## src/nvq_pkg.sv

```systemverilog
`timescale 1ns / 1ps

package nvq_pkg;

   // request kind codes
   typedef enum logic [1:0] {
      REQ_READ  = 2'd0,
      REQ_WRITE = 2'd1,
      REQ_CPL   = 2'd2
   } req_kind_type;

   // result kind codes
   localparam logic RES_SUB = 1'b0;
   localparam logic RES_CPL = 1'b1;

   // command opcodes
   localparam logic [7:0] OPC_READ  = 8'd2;
   localparam logic [7:0] OPC_WRITE = 8'd1;

   // completion dword 3 layout
   localparam int PHASE_BIT  = 16;
   localparam int SCODE_LSB  = 17;
   localparam int SCODE_MSB  = 24;
   localparam int STYPE_LSB  = 25;
   localparam int STYPE_MSB  = 27;

   // field widths
   localparam int KIND_W  = 2;
   localparam int LBA_W   = 64;
   localparam int CNT_W   = 16;
   localparam int ADDR_W  = 64;
   localparam int DW_W    = 32;
   localparam int PTR_OUT_W = 6;
   localparam int OPC_W   = 8;
   localparam int CID_W   = 16;
   localparam int NS_W    = 32;
   localparam int STYPE_W = 3;
   localparam int SCODE_W = 8;

   // configuration port
   localparam int CSR_ADDR_W = 3;
   localparam int CSR_DATA_W = 32;
   localparam logic [CSR_ADDR_W-1:0] CSR_NAMESPACE_ID = 3'd0;
   localparam logic [NS_W-1:0] NAMESPACE_RESET = 32'd1;

   // queue between front and back
   localparam int FIFO_DEPTH = 2;

   // classified work item
   typedef struct packed {
      logic               is_cpl;
      logic [OPC_W-1:0]   opcode;
      logic [LBA_W-1:0]   lba;
      logic [CNT_W-1:0]   cnt_m1;
      logic [ADDR_W-1:0]  buf_addr;
      logic               phase;
      logic [STYPE_W-1:0] stype;
      logic [SCODE_W-1:0] scode;
   } entry_type;

endpackage

```

## src/nvq_req_if.sv

```systemverilog
`timescale 1ns / 1ps

interface nvq_req_if;
   logic                          valid;
   logic                          ready;
   logic [nvq_pkg::KIND_W-1:0]    kind;
   logic [nvq_pkg::LBA_W-1:0]     start_lba;
   logic [nvq_pkg::CNT_W-1:0]     block_count;
   logic [nvq_pkg::ADDR_W-1:0]    buffer_addr;
   logic [nvq_pkg::DW_W-1:0]      completion_status;

   modport source (
      output valid, kind, start_lba, block_count, buffer_addr, completion_status,
      input  ready
   );

   modport sink (
      input  valid, kind, start_lba, block_count, buffer_addr, completion_status,
      output ready
   );
endinterface

```

## src/nvq_rsp_if.sv

```systemverilog
`timescale 1ns / 1ps

interface nvq_rsp_if;
   logic                           valid;
   logic                           ready;
   logic                           result_kind;
   logic [nvq_pkg::PTR_OUT_W-1:0]  slot;
   logic [nvq_pkg::OPC_W-1:0]      opcode;
   logic [nvq_pkg::CID_W-1:0]      command_id;
   logic [nvq_pkg::NS_W-1:0]       entry_namespace;
   logic [nvq_pkg::LBA_W-1:0]      entry_lba;
   logic [nvq_pkg::CNT_W-1:0]      count_minus_one;
   logic [nvq_pkg::ADDR_W-1:0]     data_pointer;
   logic [nvq_pkg::PTR_OUT_W-1:0]  doorbell_value;
   logic                           success;
   logic [nvq_pkg::STYPE_W-1:0]    status_type;
   logic [nvq_pkg::SCODE_W-1:0]    status_code;

   modport source (
      output valid, result_kind, slot, opcode, command_id, entry_namespace, entry_lba,
             count_minus_one, data_pointer, doorbell_value, success, status_type,
             status_code,
      input  ready
   );

   modport sink (
      input  valid, result_kind, slot, opcode, command_id, entry_namespace, entry_lba,
             count_minus_one, data_pointer, doorbell_value, success, status_type,
             status_code,
      output ready
   );
endinterface

```

## src/nvq_front.sv

```systemverilog
`timescale 1ns / 1ps

module nvq_front (
   nvq_req_if.sink             req,
   input  logic                q_full,
   output logic                q_push,
   output nvq_pkg::entry_type  q_entry
);

   logic keep;

   // accept whenever the queue has room
   assign req.ready = !q_full;

   // classify the request and unpack its fields
   always_comb begin
      keep    = 1'b0;
      q_entry = '0;
      q_entry.lba      = req.start_lba;
      q_entry.cnt_m1   = req.block_count - nvq_pkg::CNT_W'(1);
      q_entry.buf_addr = req.buffer_addr;
      q_entry.phase    = req.completion_status[nvq_pkg::PHASE_BIT];
      q_entry.stype    = req.completion_status[nvq_pkg::STYPE_MSB:nvq_pkg::STYPE_LSB];
      q_entry.scode    = req.completion_status[nvq_pkg::SCODE_MSB:nvq_pkg::SCODE_LSB];
      case (req.kind)
         nvq_pkg::REQ_READ: begin
            keep           = 1'b1;
            q_entry.is_cpl = 1'b0;
            q_entry.opcode = nvq_pkg::OPC_READ;
         end
         nvq_pkg::REQ_WRITE: begin
            keep           = 1'b1;
            q_entry.is_cpl = 1'b0;
            q_entry.opcode = nvq_pkg::OPC_WRITE;
         end
         nvq_pkg::REQ_CPL: begin
            keep           = 1'b1;
            q_entry.is_cpl = 1'b1;
         end
         default: begin
            keep = 1'b0;
         end
      endcase
   end

   // unused kind code is taken and dropped here
   assign q_push = req.valid && req.ready && keep;

endmodule

```

## src/nvq_fifo.sv

```systemverilog
`timescale 1ns / 1ps

module nvq_fifo (
   input  logic                clock,
   input  logic                reset,
   input  logic                push,
   input  nvq_pkg::entry_type  push_entry,
   output logic                full,
   input  logic                pop,
   output logic                head_valid,
   output nvq_pkg::entry_type  head_entry
);

   localparam int PTR_W = $clog2(nvq_pkg::FIFO_DEPTH);
   localparam int CNT_W = $clog2(nvq_pkg::FIFO_DEPTH + 1);

   nvq_pkg::entry_type mem_ff [nvq_pkg::FIFO_DEPTH];
   logic [PTR_W-1:0]   wr_ptr_ff, wr_ptr_in;
   logic [PTR_W-1:0]   rd_ptr_ff, rd_ptr_in;
   logic [CNT_W-1:0]   count_ff, count_in;

   assign full       = (count_ff == CNT_W'(nvq_pkg::FIFO_DEPTH));
   assign head_valid = (count_ff != '0);
   assign head_entry = mem_ff[rd_ptr_ff];

   // pointer and fill count
   always_comb begin
      wr_ptr_in = wr_ptr_ff;
      rd_ptr_in = rd_ptr_ff;
      count_in  = count_ff;
      if (push) begin
         wr_ptr_in = (wr_ptr_ff == PTR_W'(nvq_pkg::FIFO_DEPTH - 1)) ? '0 :
                     wr_ptr_ff + PTR_W'(1);
      end
      if (pop) begin
         rd_ptr_in = (rd_ptr_ff == PTR_W'(nvq_pkg::FIFO_DEPTH - 1)) ? '0 :
                     rd_ptr_ff + PTR_W'(1);
      end
      if (push && !pop) begin
         count_in = count_ff + CNT_W'(1);
      end else if (pop && !push) begin
         count_in = count_ff - CNT_W'(1);
      end
   end

   always_ff @(posedge clock) begin
      if (reset) begin
         wr_ptr_ff <= '0;
         rd_ptr_ff <= '0;
         count_ff  <= '0;
      end else begin
         wr_ptr_ff <= wr_ptr_in;
         rd_ptr_ff <= rd_ptr_in;
         count_ff  <= count_in;
      end
   end

   // entry storage
   always_ff @(posedge clock) begin
      if (push) begin
         mem_ff[wr_ptr_ff] <= push_entry;
      end
   end

endmodule

```

## src/nvq_back.sv

```systemverilog
`timescale 1ns / 1ps

module nvq_back #(
   parameter int QUEUE_DEPTH = 64
) (
   input  logic                       clock,
   input  logic                       reset,
   input  logic                       q_valid,
   input  nvq_pkg::entry_type         q_entry,
   output logic                       q_pop,
   input  logic [nvq_pkg::NS_W-1:0]   namespace_id,
   nvq_rsp_if.source                  rsp
);

   localparam int PTR_W = (QUEUE_DEPTH > 2) ? $clog2(QUEUE_DEPTH) : 1;
   localparam logic [PTR_W-1:0] LAST = PTR_W'(QUEUE_DEPTH - 1);

   logic [PTR_W-1:0] tail_ff, tail_in;
   logic [PTR_W-1:0] head_ff, head_in;
   logic             phase_ff, phase_in;
   logic             rsp_valid_ff, rsp_valid_in;
   logic [PTR_W-1:0] tail_next, head_next;
   logic             load, produce;

   logic                          kind_ff;
   logic [nvq_pkg::PTR_OUT_W-1:0] slot_ff, slot_in;
   logic [nvq_pkg::OPC_W-1:0]     opcode_ff;
   logic [nvq_pkg::NS_W-1:0]      ns_ff;
   logic [nvq_pkg::LBA_W-1:0]     lba_ff;
   logic [nvq_pkg::CNT_W-1:0]     cnt_ff;
   logic [nvq_pkg::ADDR_W-1:0]    buf_ff;
   logic [nvq_pkg::PTR_OUT_W-1:0] bell_ff, bell_in;
   logic                          ok_ff;
   logic [nvq_pkg::STYPE_W-1:0]   stype_ff;
   logic [nvq_pkg::SCODE_W-1:0]   scode_ff;

   assign tail_next = (tail_ff == LAST) ? '0 : tail_ff + PTR_W'(1);
   assign head_next = (head_ff == LAST) ? '0 : head_ff + PTR_W'(1);

   // take the queue head when the output register is free
   assign load  = q_valid && (!rsp_valid_ff || rsp.ready);
   assign q_pop = load;

   // a completion with the wrong phase is not yet posted and is dropped
   assign produce = load && (!q_entry.is_cpl || (q_entry.phase == phase_ff));

   // pointer and phase tracking
   always_comb begin
      tail_in  = tail_ff;
      head_in  = head_ff;
      phase_in = phase_ff;
      slot_in  = nvq_pkg::PTR_OUT_W'(tail_ff);
      bell_in  = nvq_pkg::PTR_OUT_W'(tail_next);
      if (q_entry.is_cpl) begin
         slot_in = nvq_pkg::PTR_OUT_W'(head_ff);
         bell_in = nvq_pkg::PTR_OUT_W'(head_next);
      end
      if (produce) begin
         if (q_entry.is_cpl) begin
            head_in = head_next;
            if (head_next == '0) begin
               phase_in = !phase_ff;
            end
         end else begin
            tail_in = tail_next;
         end
      end
   end

   assign rsp_valid_in = load ? produce : (rsp_valid_ff && !rsp.ready);

   always_ff @(posedge clock) begin
      if (reset) begin
         tail_ff      <= '0;
         head_ff      <= '0;
         phase_ff     <= 1'b1;
         rsp_valid_ff <= 1'b0;
      end else begin
         tail_ff      <= tail_in;
         head_ff      <= head_in;
         phase_ff     <= phase_in;
         rsp_valid_ff <= rsp_valid_in;
      end
   end

   // output register, fields without meaning are zero
   always_ff @(posedge clock) begin
      if (produce) begin
         slot_ff <= slot_in;
         bell_ff <= bell_in;
         if (q_entry.is_cpl) begin
            kind_ff   <= nvq_pkg::RES_CPL;
            opcode_ff <= '0;
            ns_ff     <= '0;
            lba_ff    <= '0;
            cnt_ff    <= '0;
            buf_ff    <= '0;
            ok_ff     <= (q_entry.stype == '0) && (q_entry.scode == '0);
            stype_ff  <= q_entry.stype;
            scode_ff  <= q_entry.scode;
         end else begin
            kind_ff   <= nvq_pkg::RES_SUB;
            opcode_ff <= q_entry.opcode;
            ns_ff     <= namespace_id;
            lba_ff    <= q_entry.lba;
            cnt_ff    <= q_entry.cnt_m1;
            buf_ff    <= q_entry.buf_addr;
            ok_ff     <= 1'b0;
            stype_ff  <= '0;
            scode_ff  <= '0;
         end
      end
   end

   assign rsp.valid           = rsp_valid_ff;
   assign rsp.result_kind     = kind_ff;
   assign rsp.slot            = slot_ff;
   assign rsp.opcode          = opcode_ff;
   assign rsp.command_id      = nvq_pkg::CID_W'(opcode_ff);
   assign rsp.entry_namespace = ns_ff;
   assign rsp.entry_lba       = lba_ff;
   assign rsp.count_minus_one = cnt_ff;
   assign rsp.data_pointer    = buf_ff;
   assign rsp.doorbell_value  = bell_ff;
   assign rsp.success         = ok_ff;
   assign rsp.status_type     = stype_ff;
   assign rsp.status_code     = scode_ff;

endmodule

```

## src/nvme_io_queue_engine.sv

```systemverilog
`timescale 1ns / 1ps
// A result is registered: an accepted request passes through the queue and then the
// output register of the back stage. Throughput: one transaction per cycle while the
// result side is ready; a two-entry queue separates request and result sides.
// Reset (synchronous, active high): tail and head zero, expected phase one,
// namespace id one, queue and output register empty.

module nvme_io_queue_engine #(
   parameter int QUEUE_DEPTH = 64
) (
   input  logic                                clock,
   input  logic                                reset,
   nvq_req_if.sink                             req,
   nvq_rsp_if.source                           rsp,
   input  logic                                csr_psel,
   input  logic                                csr_penable,
   input  logic                                csr_pwrite,
   input  logic [nvq_pkg::CSR_ADDR_W-1:0]      csr_paddr,
   input  logic [nvq_pkg::CSR_DATA_W-1:0]      csr_pwdata,
   output logic [nvq_pkg::CSR_DATA_W-1:0]      csr_prdata,
   output logic                                csr_pready
);

   logic                       q_push, q_full, q_pop, q_valid;
   nvq_pkg::entry_type         push_entry, head_entry;
   logic [nvq_pkg::NS_W-1:0]   ns_ff, ns_in;
   logic                       csr_wr;

   // register port
   assign csr_pready = 1'b1;
   assign csr_wr     = csr_psel && csr_penable && csr_pwrite && csr_pready;

   always_comb begin
      ns_in = ns_ff;
      if (csr_wr && (csr_paddr == nvq_pkg::CSR_NAMESPACE_ID)) begin
         ns_in = csr_pwdata;
      end
   end

   always_ff @(posedge clock) begin
      if (reset) begin
         ns_ff <= nvq_pkg::NAMESPACE_RESET;
      end else begin
         ns_ff <= ns_in;
      end
   end

   assign csr_prdata = (csr_paddr == nvq_pkg::CSR_NAMESPACE_ID) ? ns_ff : '0;

   // classify incoming transactions
   nvq_front u_front (
      .req     (req),
      .q_full  (q_full),
      .q_push  (q_push),
      .q_entry (push_entry)
   );

   // decoupling queue
   nvq_fifo u_fifo (
      .clock      (clock),
      .reset      (reset),
      .push       (q_push),
      .push_entry (push_entry),
      .full       (q_full),
      .pop        (q_pop),
      .head_valid (q_valid),
      .head_entry (head_entry)
   );

   // queue pointers and result formatting
   nvq_back #(
      .QUEUE_DEPTH (QUEUE_DEPTH)
   ) u_back (
      .clock        (clock),
      .reset        (reset),
      .q_valid      (q_valid),
      .q_entry      (head_entry),
      .q_pop        (q_pop),
      .namespace_id (ns_ff),
      .rsp          (rsp)
   );

endmodule

```

## src/flat_wrapper.sv

```systemverilog
// flat-port wrapper written by rule: the top's interface ports become plain ports
module nvme_io_queue_engine_flat 
#(
   parameter int QUEUE_DEPTH = 64
)
  (clock, reset, csr_psel, csr_penable, csr_pwrite, csr_paddr, csr_pwdata, csr_prdata, csr_pready, req_valid, req_kind, req_start_lba, req_block_count, req_buffer_addr, req_completion_status, req_ready, rsp_valid, rsp_result_kind, rsp_slot, rsp_opcode, rsp_command_id, rsp_entry_namespace, rsp_entry_lba, rsp_count_minus_one, rsp_data_pointer, rsp_doorbell_value, rsp_success, rsp_status_type, rsp_status_code, rsp_ready);
  nvq_req_if req_i ();
  nvq_rsp_if rsp_i ();
  input  logic clock;
  input  logic reset;
  input  logic csr_psel;
  input  logic csr_penable;
  input  logic csr_pwrite;
  input  logic [nvq_pkg::CSR_ADDR_W-1:0] csr_paddr;
  input  logic [nvq_pkg::CSR_DATA_W-1:0] csr_pwdata;
  output logic [nvq_pkg::CSR_DATA_W-1:0] csr_prdata;
  output logic csr_pready;
  input wire logic [$bits(req_i.valid)-1:0] req_valid;
  input wire logic [$bits(req_i.kind)-1:0] req_kind;
  input wire logic [$bits(req_i.start_lba)-1:0] req_start_lba;
  input wire logic [$bits(req_i.block_count)-1:0] req_block_count;
  input wire logic [$bits(req_i.buffer_addr)-1:0] req_buffer_addr;
  input wire logic [$bits(req_i.completion_status)-1:0] req_completion_status;
  output wire logic [$bits(req_i.ready)-1:0] req_ready;
  output wire logic [$bits(rsp_i.valid)-1:0] rsp_valid;
  output wire logic [$bits(rsp_i.result_kind)-1:0] rsp_result_kind;
  output wire logic [$bits(rsp_i.slot)-1:0] rsp_slot;
  output wire logic [$bits(rsp_i.opcode)-1:0] rsp_opcode;
  output wire logic [$bits(rsp_i.command_id)-1:0] rsp_command_id;
  output wire logic [$bits(rsp_i.entry_namespace)-1:0] rsp_entry_namespace;
  output wire logic [$bits(rsp_i.entry_lba)-1:0] rsp_entry_lba;
  output wire logic [$bits(rsp_i.count_minus_one)-1:0] rsp_count_minus_one;
  output wire logic [$bits(rsp_i.data_pointer)-1:0] rsp_data_pointer;
  output wire logic [$bits(rsp_i.doorbell_value)-1:0] rsp_doorbell_value;
  output wire logic [$bits(rsp_i.success)-1:0] rsp_success;
  output wire logic [$bits(rsp_i.status_type)-1:0] rsp_status_type;
  output wire logic [$bits(rsp_i.status_code)-1:0] rsp_status_code;
  input wire logic [$bits(rsp_i.ready)-1:0] rsp_ready;
  assign req_i.valid = req_valid;
  assign req_i.kind = req_kind;
  assign req_i.start_lba = req_start_lba;
  assign req_i.block_count = req_block_count;
  assign req_i.buffer_addr = req_buffer_addr;
  assign req_i.completion_status = req_completion_status;
  assign req_ready = req_i.ready;
  assign rsp_valid = rsp_i.valid;
  assign rsp_result_kind = rsp_i.result_kind;
  assign rsp_slot = rsp_i.slot;
  assign rsp_opcode = rsp_i.opcode;
  assign rsp_command_id = rsp_i.command_id;
  assign rsp_entry_namespace = rsp_i.entry_namespace;
  assign rsp_entry_lba = rsp_i.entry_lba;
  assign rsp_count_minus_one = rsp_i.count_minus_one;
  assign rsp_data_pointer = rsp_i.data_pointer;
  assign rsp_doorbell_value = rsp_i.doorbell_value;
  assign rsp_success = rsp_i.success;
  assign rsp_status_type = rsp_i.status_type;
  assign rsp_status_code = rsp_i.status_code;
  assign rsp_i.ready = rsp_ready;
  nvme_io_queue_engine #(.QUEUE_DEPTH(QUEUE_DEPTH)) u_core (.clock(clock), .reset(reset), .req(req_i), .rsp(rsp_i), .csr_psel(csr_psel), .csr_penable(csr_penable), .csr_pwrite(csr_pwrite), .csr_paddr(csr_paddr), .csr_pwdata(csr_pwdata), .csr_prdata(csr_prdata), .csr_pready(csr_pready));
endmodule
```

## config.mk

```make
export PLATFORM = sky130hd
export DESIGN_NAME = nvme_io_queue_engine_flat
export DESIGN_NICKNAME = d
export VERILOG_FILES = /design/src/nvq_pkg.sv /design/src/nvq_req_if.sv /design/src/nvq_rsp_if.sv /design/src/nvq_front.sv /design/src/nvq_fifo.sv /design/src/nvq_back.sv /design/src/nvme_io_queue_engine.sv /design/src/flat_wrapper.sv
export SDC_FILE = /design/constraint.sdc
export NUM_CORES = 1
export LEC_CHECK = 0
export ABC_AREA = 1
export BUFFER_PORTS_ARGS = -buffer_cell sky130_fd_sc_hd__buf_4
export CORE_MARGIN = 3
export CORE_UTILIZATION = 50
export CTS_BUF_LIST = sky130_fd_sc_hd__clkbuf_8
export DETAILED_ROUTE_END_ITERATION = 10
export PLACE_DENSITY = 0.74
export SETUP_SLACK_MARGIN = 0.5
export SLEW_MARGIN = 25
export SYNTH_ARGS = -nofsm -noshare
export SYNTH_HDL_FRONTEND = slang
export SYNTH_SLANG_ARGS = --single-unit
```

## constraint.sdc

```tcl
create_clock -name clock -period 20.8 [get_ports clock]
set_input_delay 4.16 -clock clock [delete_from_list [all_inputs] [get_ports clock]]
set_output_delay 4.16 -clock clock [all_outputs]
set_load 0.02 [all_outputs]
```

== Word level (Yosys, flattened, before mapping) ==
Memory sizes are Yosys's and may differ from the RTL's. A register that Yosys moved wholly into a read port is not among the register bits.
Index checks and enable logic that the tools add are counted.
Storage, ports and cells
  flip-flop bits (word level): 259
  bits in writable memories: 318
  bits of input ports: 220
  output and inout port bits: 260
  word-level logic and storage cells: 83
  memories kept: 1
Memory list
  u_core.u_fifo.mem_ff: depth 2, bits a word 159, read ports 1, clocked after memory_dff 1, wr ports 1, line nvq_fifo.sv:17  | nvq_pkg::entry_type mem_ff [nvq_pkg::FIFO_DEPTH];
Operators by class
  add/subtract/negate cells: 7
  equal/unequal tests: 6
  multiplexer cells: 18
  bitwise logic cells: 1
  reduce and logical (&&, ||, !) cells: 31
Operators by type and width (count)
  $mux W32: 1
  $mux W6: 4
  $sub A16 B1 Y16 const B: 1
  $add A6 B1 Y6 const B: 2
  $eq A6 B6 Y1 const B: 2
  $logic_and A1 B1 Y1: 11
  $mux W1: 10
  $logic_not A8 Y1: 1
  $logic_not A1 Y1: 7
  $logic_not A3 Y1: 2
  $logic_not A6 Y1: 1
  $eq A2 B2 Y1 const B: 2
  $mux W2: 2
  $pmux W2 S2: 1
  $reduce_and A2 Y1: 2
  $reduce_bool A2 Y1: 2
  $reduce_and A3 Y1: 1
  $reduce_or A3 Y1: 1
  $add A1 B1 Y1 const B: 2
  $add A2 B1 Y2 const B: 1
  $eq A2 B1 Y1 const B: 1
  $logic_not A2 Y1: 1
  $logic_or A1 B1 Y1: 2
  $sub A2 B1 Y2 const B: 1
  other kinds (2): 2

== Longest topological paths before layout ==
  depth in word-level cells: 8
  mapped depth: 11
  mapped depth without buffers: 11

== Cells and area by module ==
From an unflattened synthesis, not the netlist that was laid out.
Second synthesis, totals
  cells, all modules: 1851
  area total of the unflattened synthesis: 24373.4 um^2
Modules (own cells, without submodules)
  nvq_fifo: times used 1, cells each 546, area an instance 12190.4 um^2, sequential area each 10009.6 um^2
  nvq_back: times used 1, cells each 788, area an instance 8942.3 um^2, sequential area each 6556.3 um^2
  nvme_io_queue_engine: times used 1, cells each 281, area an instance 1681.6 um^2, sequential area each 640.6 um^2
  nvq_front: times used 1, cells each 236, area an instance 1559.0 um^2, sequential area each 0.0 um^2

== Worst setup path after synthesis ==
No wires, ideal clock.
  path kind: input port to flip-flop
  from: in req_kind[0]
  to: mem u_core.u_fifo.mem_ff[1][0] in the netlist's numbering, enable pin
  setup time: 0.682 ns
  data arrival time: 10.993 ns
  required time: 20.118 ns
  setup slack: 9.125 ns
  stages on the path: 3
  buffers on the path: 0
  cells stage by stage: inv_1 > o211ai_1 > nor2_1
On the way
  cells in the longest elaborated chain, start to end: 6
  elaborated cells on any way between the ends: 8
  classes of those cells: eq/ne (2); mux (3); reduce/logical (3)
RTL lines
  from (decl): line flat_wrapper.sv:19  | input wire logic [$bits(req_i.kind)-1:0] req_kind;
  $eq A2 B2 Y1 (tied with other cells): line nvq_front.sv:25  | case (req.kind)
  $reduce_or A3 Y1 (no source line) (*)
  $mux W1 (*): line nvq_front.sv:25
  $logic_and A1 B1 Y1 (*): line nvq_front.sv:47  | assign q_push = req.valid && req.ready && keep;
  $mux W1 (*): line nvq_fifo.sv:60  | if (push) begin
  $mux W1 (implied by the code) (*): line nvq_fifo.sv:61  | mem_ff[wr_ptr_ff] <= push_entry;
  to (decl): line nvq_fifo.sv:17
Mark *: on every way between the ends. The rest lies on a longest branch, timed or not.

== Final worst setup path ==
  from: in csr_paddr[1] in the netlist's numbering
  to: out csr_prdata[21] in the netlist's numbering
On the way
  cells in the longest elaborated chain, start to end: 2
RTL lines
  from (decl): line flat_wrapper.sv:14  | input logic [nvq_pkg::CSR_ADDR_W-1:0] csr_paddr;
  $logic_not A3 Y1: line nvme_io_queue_engine.sv:48  | assign csr_prdata = (csr_paddr == nvq_pkg::CSR_NAMESPACE_ID) ? ns_ff : '0;
  $mux W32: line nvme_io_queue_engine.sv:48
  to (decl): line flat_wrapper.sv:16  | output logic [nvq_pkg::CSR_DATA_W-1:0] csr_prdata;
Every way passes these cells.

==> out/metrics.cfg <==
[cells_and_area]
final_cells = 2949
drive_gt1_share_pct = 25.0
area_delta_synth_final_pct = 24.9
finalNetCount = 2511
fin_util_pct = 63.4

[worst_hold_path]
hp-class = reg2reg
hold_start = u_core.u_fifo.rd_ptr_ff
whs_path_depth = 1

[worst_setup_path]
worstPathRequired_ps = 16640
r2r-end = u_core.u_back.rsp.entry_lba[14]
critPathMaxFanout = 32
critPathKind = in2out
cp_data_arrival_time_ps = 5370
crit_path_end_kind = primary output
cp-start-kind = primary input
rrSetupSlack_ps = 16230
ff2ff_path_depth = 9

[synthesis]
yosysWarnings = 0
synth_cells = 1817
synth.most_common_cell = nand2_1
yosys.cell_types.count = 29
seq_area_frac_synth_pct = 76.0
synthTopCellsByCount = nand2_1 (645), edfxtp_1 (521), inv_1 (219), nor2_1 (103), o21ai_0 (58)
synthFlopType = edfxtp_1
avgSynthCellArea_sq_um = 12.1
synth_seq_cells = 572
yosys-top-cells-area = edfxtp_1 (71%), nand2_1 (11%), dfxtp_1 (4.7%)
netlist_area_sq_um = 21900
synthDominantCellAreaShare_pct = 71.4
synth_edf_count = 521
async_reset_ff_share_pct = 0
synth_top_cell_by_area = edfxtp_1

[global_route]
antenna_found_initial = 4
grt-ovfl-total = 0
track_usage_pct = 21.8
grt_max_degree = 91
grt_pass1_wl_microns = 78500
grt_pass1_vias = 14284

[place]
port_buffers = 438
dp.cells = 2777
dp_hpwl_microns = 32300
gp_congestion = 0.925

[clocking]
cts_resized = 0
cts_max_path_buffers = 3
clock-root-buffer = clkbuf_8
cts_buffers = 92
cts_sinks = 572
post_cts_buffers = 0
clock_latency_ps = 650
hold_buffers = 0
htree_levels = 3
cts_tree = built
clk_pin_slew_ps = 60

[timing]
drv_slew = 0
rsz0062_at_grt = no
setup_viol = 0
holdWs_ps = 457
worst_pin_slew_ps = 1040
hold_viol = 0
finalClockSkew_ps = 23.9
relSlewSlack_pct = 30.8
period_needed_ps = 9530
fin_setup_tns_ps = 0
fmax_mhz = 105
timing.final.crit_share_pct = 45.8

[detailed_routing]
drt-pass1-iter-count = 5
drc = 0
drt_iter0_markers = 943
routed_wl_microns = 51200
vias = 14225
post_drt_wl_per_cell_microns = 17.4
ant_nets = 0
viasPerCell = 4.82

[floorplanning]
die_h_microns = 215
coreArea_sq_um = 43200
dieArea_sq_um = 46400
initial_core_util_pct = 50.8
die_w_microns = 215
row_count = 76
ioPinCount = 480

[power]
max-vdd-ir-drop_v = 0.0000823
power.density_nw_per_um2 = 142
leakagePower_nw = 12.2

[run]
maxCapViolations = 0

[outcome]
outcome = finished clean

[cells in the final DEF (no fill, tap or decap), types with 2 or more instances in the layout]
master,netlist,final
diode_2,0,4
a21oi_1,50,50
inv_2,4,4
o21ai_0,58,58
nand3_1,17,16
or2_2,3,3
buf_6,3,2
dfxtp_1,51,50
clkinv_1,0,18
clkbuf_8,0,97
xnor2_1,5,5
clkinvlp_4,0,6
inv_1,219,247
nand4_1,7,7
nor2_4,1,3
bufinv_16,0,3
inv_8,0,2
nor2_1,103,101
nand2_2,1,2
mux2i_1,9,9
nand2_1,645,644
ha_1,5,5
clkinv_2,0,13
xor2_1,10,10
buf_4,30,448
nor3_1,5,5
edfxtp_1,521,521
conb_1,2,21
[routing by layer]
layer | vias to the layer above | track usage (%) | routed length, microns | share of wire [%]
met1 | 6743 | 25.4 | 19200 | 37
li1 | 6838 | - | - | -
met2 | 543 | 37.0 | 25800 | 50
met5 | - | 0 | 0 | 0
met4 | 0 | 10.0 | 1840 | 3.6
met3 | 101 | 6.80 | 4340 | 8.5
[worst max-delay path, cell delays in order]
cell and delay, ps:
buf_4 120, nor2_1 250, nand2_2 410, nor2_1 240, buf_4 170
[flip-flops by register name, indices dropped and copies added (netlist names), 2 cells and up, named ones only]
| register | cells |
|---|---|
| u_core.u_fifo.mem_ff | 318 |
| u_core.u_back.rsp.slot | 6 |
| u_core.u_back.rsp.doorbell_value | 6 |
| u_core.u_back.rsp.status_code | 8 |
| u_core.u_back.rsp.opcode | 2 |
| u_core.u_back.tail_ff | 6 |
| u_core.ns_ff | 32 |
| u_core.u_back.head_ff | 6 |
| u_core.u_back.rsp.status_type | 3 |
| u_core.u_back.rsp.entry_namespace | 32 |
| u_core.u_back.rsp.data_pointer | 64 |
| u_core.u_back.rsp.count_minus_one | 16 |
| u_core.u_back.rsp.entry_lba | 64 |
| u_core.u_fifo.count_ff | 2 |
[where the power goes]
group	leakage (nW)	switching, mW	internal [mW]	total (mW)
registers	5.33	0.0872	1.65	1.74
logic	5.84	0.850	0.388	1.24
clock network	0.986	0.431	0.470	0.901
[stage by stage]
step / area (sq um) / power, mW / setup slack (ps)
6_report: 27400 / 3.87 / 11270
5_1_grt: 27400 / 4.09 / 11160
4_1_cts: 27400 / 3.92 / 11050
3_5_place_dp: 25600 / 3.01 / 11060
3_3_place_gp: 25600 / 2.97 / 11170
2_1_floorplan: 22000 / 2.53 / 9120
[cell type report]
type	instances	area, sq um
sequential	572	16700
fill	3313	15800
multi-input combinational	945	3970
timing repair buffer	451	3410
clock buffer	97	1340
inverter	224	856
tap	585	732
clock inverter	71	392
antenna	4	10.0
[kinds of logic after synthesis]
logic type,after synthesis,share of synthesized area [%]
muxes,9,0.411
adders and majority gates,5,0.285
xor gates and xnor gates,15,0.599
DFF,572,76.0
and+or+nand+nor,783,13.7
other,2,0.0343
AOI/OAI and AO/OA,112,2.60
buffers and inverters,319,6.33
[worst max-delay path by stage]
stage	from	end	slack, ps	depth (start not counted)
floorplan	req_kind[0]	u_core.u_fifo.mem_ff[1][0]	9120	3
global placement	csr_paddr[1]	csr_prdata[30]	11170	5
detailed placement	csr_paddr[1]	csr_prdata[21]	11060	5
CTS	csr_paddr[1]	csr_prdata[21]	11050	5
global route	csr_paddr[1]	csr_prdata[17]	11160	5
finish	csr_paddr[1]	csr_prdata[21]	11270	5
Power figures use the tool's default switching activity.
